[src/hdl/arp_rr_pkg.sv]
// Package with the shared constants, codes and byte functions of the ARP request responder.
package arp_rr_pkg;

    // Frame geometry: Ethernet header plus ARP body.
    localparam int FRAME_LEN = 14 + 28;
    localparam int POS_W     = 6;
    localparam int MAC_W     = 48;
    localparam int IP_W      = 32;
    localparam int CFG_IDX_W = 2;
    localparam int CFG_DAT_W = 48;

    // Header field positions within the frame.
    localparam int POS_CHECK_FIRST = 12;
    localparam int POS_CHECK_LAST  = 20;
    localparam int POS_OPCODE_LO   = 21;
    localparam int POS_TIP_FIRST   = 38;
    localparam int POS_TIP_LAST    = 41;

    // Opcode values.
    localparam logic [7:0] OPCODE_REQUEST = 8'h01;
    localparam logic [7:0] OPCODE_REPLY   = 8'h02;

    // Configuration register indexes.
    typedef enum logic [CFG_IDX_W-1:0] {
        CFG_LOCAL_MAC   = 2'd0,
        CFG_GATEWAY_MAC = 2'd1,
        CFG_CLIENT_IP   = 2'd2
    } cfg_index_t;

    // Fixed header bytes: ethertype, hardware type, protocol, sizes, opcode.
    // Entry i serves frame position 12 + i; the last entry is the reply opcode
    // low byte, which the receive check replaces with the opcode test.
    function automatic logic [7:0] fixed_byte(input logic [3:0] i);
        logic [7:0] b;
        case (i)
            4'd0:    b = 8'h08;
            4'd1:    b = 8'h06;
            4'd2:    b = 8'h00;
            4'd3:    b = 8'h01;
            4'd4:    b = 8'h08;
            4'd5:    b = 8'h00;
            4'd6:    b = 8'h06;
            4'd7:    b = 8'h04;
            4'd8:    b = 8'h00;
            4'd9:    b = 8'h02;
            default: b = 8'h00;
        endcase
        return b;
    endfunction

    // Byte i of a MAC address, first byte most significant.
    function automatic logic [7:0] mac_byte(input logic [MAC_W-1:0] mac, input logic [2:0] i);
        logic [7:0] b;
        case (i)
            3'd0:    b = mac[47:40];
            3'd1:    b = mac[39:32];
            3'd2:    b = mac[31:24];
            3'd3:    b = mac[23:16];
            3'd4:    b = mac[15:8];
            3'd5:    b = mac[7:0];
            default: b = 8'h00;
        endcase
        return b;
    endfunction

    // Byte i of an IPv4 address, first byte most significant.
    function automatic logic [7:0] ip_byte(input logic [IP_W-1:0] ip, input logic [1:0] i);
        logic [7:0] b;
        case (i)
            2'd0:    b = ip[31:24];
            2'd1:    b = ip[23:16];
            2'd2:    b = ip[15:8];
            default: b = ip[7:0];
        endcase
        return b;
    endfunction

    // Byte k of the ARP reply frame.
    function automatic logic [7:0] reply_byte(
        input logic [POS_W-1:0] k,
        input logic [MAC_W-1:0] local_mac,
        input logic [MAC_W-1:0] gateway_mac,
        input logic [IP_W-1:0]  captured_ip,
        input logic [IP_W-1:0]  client_ip
    );
        logic [7:0] b;
        if (k < 6'd6)
            b = mac_byte(local_mac, 3'(k));
        else if (k < 6'd12)
            b = mac_byte(gateway_mac, 3'(k - 6'd6));
        else if (k < 6'd22)
            b = fixed_byte(4'(k - 6'd12));
        else if (k < 6'd28)
            b = mac_byte(gateway_mac, 3'(k - 6'd22));
        else if (k < 6'd32)
            b = ip_byte(captured_ip, 2'(k - 6'd28));
        else if (k < 6'd38)
            b = mac_byte(local_mac, 3'(k - 6'd32));
        else if (k < 6'd42)
            b = ip_byte(client_ip, 2'(k - 6'd38));
        else
            b = 8'h00;
        return b;
    endfunction

endpackage

[src/hdl/arp_request_responder_core.sv]
// Top level of the ARP request responder: frame checker, reply generator and output register.
//
// Usage: frame bytes enter on rx_byte/rx_last, one transfer per cycle, under
// in_valid/in_stall. Results leave on tx_byte/tx_last/reply_sent under
// out_valid/out_stall. Every frame yields either a 42-byte ARP reply
// (reply_sent high on each byte, tx_last on the final one) or a single
// result with reply_sent low, tx_byte zero and tx_last high.
// Throughput: one input byte per cycle. Bytes before the last of a frame
// give no result and are never stalled, so the next frame streams in while
// a reply is still being generated. A last byte is stalled only while the
// reply generator is busy and is not handing its final result to the output
// register in that cycle. While the output register is free, the generator
// emits one result per cycle: each reply byte, or one for a rejected frame.
// A transferred last byte starts the generator, which loads the output
// register for transfer. With out_stall and out_valid high, the output
// register holds its result and the generator waits. Configuration is
// written through cfg_valid/cfg_ready (always ready); the user must write it
// only while the block is idle, as the block does not enforce it. Reset
// restores the frame state and zeroes configuration, generator and out_valid.
module arp_request_responder_core (
    input  logic                                 clk,
    input  logic                                 rst_n,
    // Configuration write channel
    input  logic                                 cfg_valid,
    output logic                                 cfg_ready,
    input  logic [arp_rr_pkg::CFG_IDX_W-1:0]     cfg_index,
    input  logic [arp_rr_pkg::CFG_DAT_W-1:0]     cfg_data,
    // Input byte channel
    input  logic                                 in_valid,
    output logic                                 in_stall,
    input  logic [7:0]                           rx_byte,
    input  logic                                 rx_last,
    // Result channel
    output logic                                 out_valid,
    input  logic                                 out_stall,
    output logic [7:0]                           tx_byte,
    output logic                                 tx_last,
    output logic                                 reply_sent
);

    localparam logic [arp_rr_pkg::POS_W-1:0] POS_FULL =
        arp_rr_pkg::POS_W'(arp_rr_pkg::FRAME_LEN);
    localparam logic [arp_rr_pkg::POS_W-1:0] IDX_END =
        arp_rr_pkg::POS_W'(arp_rr_pkg::FRAME_LEN - 1);

    // Configuration registers
    logic [arp_rr_pkg::MAC_W-1:0] local_mac_reg;
    logic [arp_rr_pkg::MAC_W-1:0] gateway_mac_reg;
    logic [arp_rr_pkg::IP_W-1:0]  client_ip_reg;

    // Receive frame state
    logic [arp_rr_pkg::POS_W-1:0] pos_reg, pos_next;
    logic                         good_reg, good_next;
    logic                         req_reg, req_next;
    logic [arp_rr_pkg::IP_W-1:0]  tip_reg, tip_next;

    // Reply generator state
    logic                         gen_active_reg, gen_active_next;
    logic                         gen_reply_reg, gen_reply_next;
    logic [arp_rr_pkg::POS_W-1:0] gen_idx_reg, gen_idx_next;
    logic [arp_rr_pkg::IP_W-1:0]  tip_snap_reg, tip_snap_next;

    // Output register
    logic                         out_valid_reg, out_valid_next;
    logic [7:0]                   tx_byte_reg, tx_byte_next;
    logic                         tx_last_reg, tx_last_next;
    logic                         reply_sent_reg, reply_sent_next;

    logic in_xfer;
    logic out_free;
    logic emit;
    logic gen_final;

    // Handshake decisions. A last byte may enter in the cycle in which the
    // generator hands over its final result.
    assign cfg_ready = 1'b1;
    assign out_free  = ~out_valid_reg | ~out_stall;
    assign emit      = gen_active_reg & out_free;
    assign gen_final = ~gen_reply_reg | (gen_idx_reg == IDX_END);
    assign in_stall  = gen_active_reg & rx_last & ~(emit & gen_final);
    assign in_xfer   = in_valid & ~in_stall;

    // Configuration register writes; out-of-range indexes are dropped.
    always_ff @(posedge clk or negedge rst_n)
    begin
        if (!rst_n)
        begin
            local_mac_reg   <= '0;
            gateway_mac_reg <= '0;
            client_ip_reg   <= '0;
        end
        else if (cfg_valid && cfg_ready)
        begin
            case (cfg_index)
                arp_rr_pkg::CFG_LOCAL_MAC:   local_mac_reg   <= cfg_data;
                arp_rr_pkg::CFG_GATEWAY_MAC: gateway_mac_reg <= cfg_data;
                arp_rr_pkg::CFG_CLIENT_IP:   client_ip_reg   <= cfg_data[arp_rr_pkg::IP_W-1:0];
                default:                     ;
            endcase
        end
    end

    // Header check of the incoming byte and the updated frame state.
    always_comb
    begin
        pos_next  = pos_reg;
        good_next = good_reg;
        req_next  = req_reg;
        tip_next  = tip_reg;
        if (pos_reg < POS_FULL)
        begin
            pos_next = pos_reg + 1'b1;
            if (pos_reg >= arp_rr_pkg::POS_W'(arp_rr_pkg::POS_CHECK_FIRST) &&
                pos_reg <= arp_rr_pkg::POS_W'(arp_rr_pkg::POS_CHECK_LAST))
            begin
                if (rx_byte != arp_rr_pkg::fixed_byte(
                        4'(pos_reg - arp_rr_pkg::POS_W'(arp_rr_pkg::POS_CHECK_FIRST))))
                    good_next = 1'b0;
            end
            else if (pos_reg == arp_rr_pkg::POS_W'(arp_rr_pkg::POS_OPCODE_LO))
            begin
                if (rx_byte == arp_rr_pkg::OPCODE_REQUEST)
                    req_next = 1'b1;
                else if (rx_byte != arp_rr_pkg::OPCODE_REPLY)
                    good_next = 1'b0;
            end
            else if (pos_reg >= arp_rr_pkg::POS_W'(arp_rr_pkg::POS_TIP_FIRST) &&
                     pos_reg <= arp_rr_pkg::POS_W'(arp_rr_pkg::POS_TIP_LAST))
            begin
                tip_next = {tip_reg[arp_rr_pkg::IP_W-9:0], rx_byte};
            end
        end
    end

    // Frame state registers; they return to reset values after the last byte.
    always_ff @(posedge clk or negedge rst_n)
    begin
        if (!rst_n)
        begin
            pos_reg  <= '0;
            good_reg <= 1'b1;
            req_reg  <= 1'b0;
            tip_reg  <= '0;
        end
        else if (in_xfer)
        begin
            if (rx_last)
            begin
                pos_reg  <= '0;
                good_reg <= 1'b1;
                req_reg  <= 1'b0;
                tip_reg  <= '0;
            end
            else
            begin
                pos_reg  <= pos_next;
                good_reg <= good_next;
                req_reg  <= req_next;
                tip_reg  <= tip_next;
            end
        end
    end

    // Reply generator: started by a last byte, stepped by each emitted result.
    always_comb
    begin
        gen_active_next = gen_active_reg;
        gen_reply_next  = gen_reply_reg;
        gen_idx_next    = gen_idx_reg;
        tip_snap_next   = tip_snap_reg;
        if (emit)
        begin
            if (gen_final)
                gen_active_next = 1'b0;
            else
                gen_idx_next = gen_idx_reg + 1'b1;
        end
        if (in_xfer && rx_last)
        begin
            gen_active_next = 1'b1;
            gen_reply_next  = (pos_next == POS_FULL) & good_next & req_next;
            gen_idx_next    = '0;
            tip_snap_next   = tip_next;
        end
    end

    always_ff @(posedge clk or negedge rst_n)
    begin
        if (!rst_n)
        begin
            gen_active_reg <= 1'b0;
            gen_reply_reg  <= 1'b0;
            gen_idx_reg    <= '0;
        end
        else
        begin
            gen_active_reg <= gen_active_next;
            gen_reply_reg  <= gen_reply_next;
            gen_idx_reg    <= gen_idx_next;
        end
    end

    always_ff @(posedge clk)
    begin
        tip_snap_reg <= tip_snap_next;
    end

    // Output register: loaded from the generator whenever it is free.
    always_comb
    begin
        out_valid_next  = out_valid_reg;
        tx_byte_next    = tx_byte_reg;
        tx_last_next    = tx_last_reg;
        reply_sent_next = reply_sent_reg;
        if (emit)
        begin
            out_valid_next  = 1'b1;
            tx_byte_next    = gen_reply_reg ?
                arp_rr_pkg::reply_byte(gen_idx_reg, local_mac_reg, gateway_mac_reg,
                                       tip_snap_reg, client_ip_reg) : 8'h00;
            tx_last_next    = gen_final;
            reply_sent_next = gen_reply_reg;
        end
        else if (out_free)
        begin
            out_valid_next = 1'b0;
        end
    end

    always_ff @(posedge clk or negedge rst_n)
    begin
        if (!rst_n)
            out_valid_reg <= 1'b0;
        else
            out_valid_reg <= out_valid_next;
    end

    always_ff @(posedge clk)
    begin
        tx_byte_reg    <= tx_byte_next;
        tx_last_reg    <= tx_last_next;
        reply_sent_reg <= reply_sent_next;
    end

    assign out_valid  = out_valid_reg;
    assign tx_byte    = tx_byte_reg;
    assign tx_last    = tx_last_reg;
    assign reply_sent = reply_sent_reg;

`ifndef SYNTHESIS
    // A transferred last byte always starts the generator.
    a_last_starts_gen: assert property (@(posedge clk) disable iff (!rst_n)
        (in_xfer && rx_last) |=> gen_active_reg)
        else $error("last byte did not start the reply generator");

    // A rejected frame produces exactly one result, marked as the last.
    a_reject_single: assert property (@(posedge clk) disable iff (!rst_n)
        (emit && !gen_reply_reg) |=> (out_valid_reg && tx_last_reg && !reply_sent_reg))
        else $error("rejected frame did not end after one result");

    // The final reply byte carries the end mark, earlier ones do not.
    a_reply_last_mark: assert property (@(posedge clk) disable iff (!rst_n)
        (emit && gen_reply_reg) |=> (tx_last_reg == ($past(gen_idx_reg) == IDX_END)))
        else $error("reply end mark on the wrong byte");
`endif

endmodule

[config.mk]
export PLATFORM = sky130hd
export DESIGN_NAME = arp_request_responder_core
export DESIGN_NICKNAME = d
export VERILOG_FILES = /design/src/hdl/arp_rr_pkg.sv /design/src/hdl/arp_request_responder_core.sv
export SDC_FILE = /design/constraint.sdc
export NUM_CORES = 1
export LEC_CHECK = 0
export ABC_AREA = 1
export BUFFER_PORTS_ARGS = -buffer_cell sky130_fd_sc_hd__clkbuf_2
export CAP_MARGIN = 10
export CORE_AREA = 2 2 137 153
export DETAILED_ROUTE_END_ITERATION = 8
export DIE_AREA = 0 0 139 155
export PLACE_DENSITY = 0.73
export SLEW_MARGIN = 25
export SYNTH_ARGS = -nofsm -noshare
export SYNTH_HDL_FRONTEND = slang
export SYNTH_SLANG_ARGS = --single-unit
[constraint.sdc]
create_clock -name clk -period 2 [get_ports clk]
set_input_delay 0.4 -clock clk [delete_from_list [all_inputs] [get_ports clk]]
set_output_delay 0.4 -clock clk [all_outputs]
set_load 0.02 [all_outputs]
==> impl_results.md <==
* WP data required at 1.60 ns
* Core area at 20090 um2
* Nets at 1504
* Synthesis Warnings at 0
* Internal power at 0.008235 W
* Initial DRT Pass Iterations at 5
* Reg2reg setup slack at -0.16 ns
* Antenna-violating nets left at 0
* R2R depth at 13
* Post-synthesis area per instance at 8.670 um2
* Routing usage on met2 at 0.4910
* Min-Delay Startpoint: cfg_data[37]
* Final Worst Setup Slack at -0.1582 ns
* Clock skew at 0.03118 ns
* Layout cell share with drive strength beyond 1 at 0.2799
* Failing checks: negative setup slack
* Max-cap violations at 0
* Die W at 139 um
* Synthesized flop and latch total at 219
* CTS tree: built
* Clock Pin Slew Worst Setup and Hold Paths at 0.06 ns
* Initial antenna violation count at 0
* Hold endpoint: gateway_mac_reg[37]$_DFFE_PN0P_
* Area delta synth->final at 26.83%
* Synth Flop Type: dfrtp_1
* Sw Ratio at 0.2628
* Vias in the first global route at 9169
* Initial Utilization at 0.5406
* VDD IR-drop max at 0.8239 mV
* Vias per cell at 5.502
* Post-DP HPWL at 21300 um
* Net Count, Synth at 1338
* Tcrit/Tclk final at 1.079
* Final global-route overflow total at 0
* Min-delay worst type: in2reg
* Post-synth EDFFs at 42
* RSZ-0062 raised after global routing: yes
* Critical R2R Launch: gen_idx_reg[2]$_DFFE_PN0P_
* CP Launch Type: flip-flop
* Clk root buf: clkbuf_16
* Crit-path max cell delay at 0.38 ns
* Clock net sink count at 219
* WL/cell at 18.33 um
* Fin. Hold Viols at 0
* N_diodes at 0
* Slew Viols, Final at 0
* Leakage at 6.890 nW
* DR vias at 9310
* H-tree Lvls at 1
* Yosys top cell area share at 0.4054
* CP endpoint kind: output port
* Met1 Resource Use GR at 0.3549
* Setup violations, final at 11
* DIE HEIGHT at 155 um
* Total GRT Usage at 0.2839
* Max FO, Critical Path at 3
* CP Cell Sequence: inv_2, buf_6, ha_4, nand4_4, nand2_4, a21oi_4, nand2_4, inv_2, buf_8
* GRT Max-Usage Layer: met2
* Top cells by area, synth: dfrtp_1 (41%), nand2_1 (12%), edfxtp_1 (12%)
* Clock Tree Buf Depth at 3
* Final wirelength at 31020 um
* Met3 Usage GRT at 0.03940
* Netlist cell types at 48
* Initial DRC Count at 698
* Port Buffers at 75
* Leading area contributor after synthesis: dfrtp_1
* Largest net degree at the start of global routing at 97
* Sequential share of power at 0.480
* Post-synth ARST share at 0.8082
* Clk pwr share at 0.411
* Cells after Synth at 1253
* TritonCTS buffer count at 23
* Pwr dens at 810.9 nW/um2
* Slowest CP cell: dfrtp_2
* NetSw at 0.002936 W
* Status: complete, but fails checks
* Clk_lat worst skew at 0.54 ns
* Hold path depth at 3
* Logic gate share of total power at 0.109
* Core Util, Final at 0.6856
* Rows at 55
* Die footprint at 21550 um2
* Ports at 77
* CP arrival at 1.76 ns
* Drt drc at 0
* GP Congestion at 0.9674
* Worst flop-to-flop path endpoint: tx_byte[6]$_SDFFCE_PN0P_
* Power, Total at 0.01117 W
* Max Clock Freq at 0.4633 GHz
* Critical path class: reg2out
* Post-synthesis sequential area ratio at 0.5240
* First-pass GRT wire length at 48450 um
* Fin crit period at 2.158 ns
* Synthesized area at 10860 um2
==> metal layers <==
layer / wire length [um] / up-vias
met5: 0 / -
met4: 1440 / 0
met3: 1721 / 85
met2: 15630 / 345
met1: 12230 / 4456
li1: - / 4424
==> Yosys cell counts (5+ instances only) <==
master,n
a21oi_1,33
buf_2,7
buf_6,10
clkbuf_1,27
dfrtp_1,176
edfxtp_1,42
ha_1,21
inv_1,162
inv_2,5
nand2_1,352
nand2_2,31
nand2_4,5
nand3_1,43
nand4_1,19
nor2_1,28
nor2_4,6
nor3_1,8
o2111ai_1,5
o211ai_1,5
o21ai_0,149
o21ai_1,7
o21ai_2,32
o22ai_1,36
xor2_1,6
==> worst max path at each step <==
stage	startpoint	endpoint	slack, ns	cells after the start
floorplan	gen_idx_reg[2]$_DFFE_PN0P_	gen_idx_reg[1]$_DFFE_PN0P_	-0.01	14
global placement	gen_idx_reg[1]$_DFFE_PN0P_	tx_byte[6]$_SDFFCE_PN0P_	-0.28	10
detailed placement	gen_idx_reg[1]$_DFFE_PN0P_	tx_byte[6]$_SDFFCE_PN0P_	-0.29	10
CTS	gen_idx_reg[1]$_DFFE_PN0P_	in_stall	-0.17	9
global route	gen_idx_reg[1]$_DFFE_PN0P_	in_stall	-0.23	9
finish	gen_idx_reg[1]$_DFFE_PN0P_	in_stall	-0.16	9
==> cells in the final DEF, fill, tap and decap left out, types with 7 or more instances in the layout <==
| cell | Yosys | routed |
|---|---|---|
| inv_2 | 5 | 25 |
| a21oi_2 | 2 | 12 |
| dfrtp_1 | 176 | 175 |
| nand4_1 | 19 | 19 |
| o21ai_4 | 0 | 23 |
| nand2_4 | 5 | 7 |
| nand2_1 | 352 | 337 |
| o21ai_1 | 7 | 10 |
| buf_6 | 10 | 14 |
| ha_1 | 21 | 7 |
| inv_1 | 162 | 139 |
| buf_12 | 0 | 15 |
| o21ai_2 | 32 | 14 |
| edfxtp_1 | 42 | 42 |
| buf_4 | 4 | 82 |
| nor2_1 | 28 | 26 |
| nand2_2 | 31 | 44 |
| ha_4 | 0 | 9 |
| clkbuf_16 | 0 | 27 |
| nor3_1 | 8 | 7 |
| a21oi_1 | 33 | 23 |
| nand3_1 | 43 | 41 |
| clkbuf_2 | 0 | 73 |
| o22ai_1 | 36 | 36 |
| o21ai_0 | 149 | 141 |
==> power by group through the flow <==
stage / Clock, W / Combinational (W) / Sequential, W
after detailed placement: 0 / 0.00110 / 0.00541
final: 0.00460 / 0.00121 / 0.00536
after CTS: 0.00464 / 0.00115 / 0.00535
after global routing: 0.00481 / 0.00139 / 0.00540
after global placement: 0 / 0.00106 / 0.00542
after floorplan: 0 / 0.000659 / 0.00529
==> layout make-up <==
type,count,area [um2]
fill,1546,6317
clock inverter,14,157.7
sequential,219,5693
multi-input combinational,810,4667
clock buffer,28,656.9
tap,256,320.3
timing repair buffer,192,1612
inverter,173,670.6
==> worst max-delay path, delay by kind of cell (launching register included) <==
family                   cells  cell delay [ns]
AO/OA/AOI/OAI                1             0.18
flip-flops                   1             0.38
adder cells (fa/ha/maj)      1             0.17
buffers and inverters        4             0.32
AND/OR/NAND/NOR              3             0.19
==> kinds of logic (layout without fill, tap and decap cells) <==
| group | after synthesis | after routing | share of synthesized area |
|---|---|---|---|
| and+or+nand+nor | 500 | 500 | 0.2061 |
| buffers and inverters | 224 | 407 | 0.08719 |
| DFF | 219 | 219 | 0.5240 |
| AOI/OAI and AO/OA | 281 | 281 | 0.1526 |
| other | 1 | 1 | 0.0003452 |
| xor gates and xnor gates | 7 | 7 | 0.005644 |
| adders and majority gates | 21 | 21 | 0.02419 |
==> stage by stage <==
stage	cell area, um2	hold slack [ns]	worst slack (ns)	std cells	TNS (ns)
after floorplan	10910	0.1044	-0.01432	1253	-0.01453
after global placement	12090	0.3602	-0.2788	1614	-2.022
after detailed placement	12090	0.3636	-0.2924	1614	-3.990
after CTS	13320	0.1226	-0.1723	1682	-0.9293
after global routing	13780	0.1433	-0.2282	1692	-5.847
final	13780	0.1300	-0.1582	1692	-0.8613
==> timing repair <==
action | CTS | global route
hold endpoints to repair | 40 | 0
pin swaps | 29 | 22
setup buffers | 24 | 7
hold buffers | 1 | 0
gates cloned | 3 | 3
gates resized for setup | 60 | 75
endpoints found under the setup margin | 81 | 86
(Power assumes the default switching activity.)
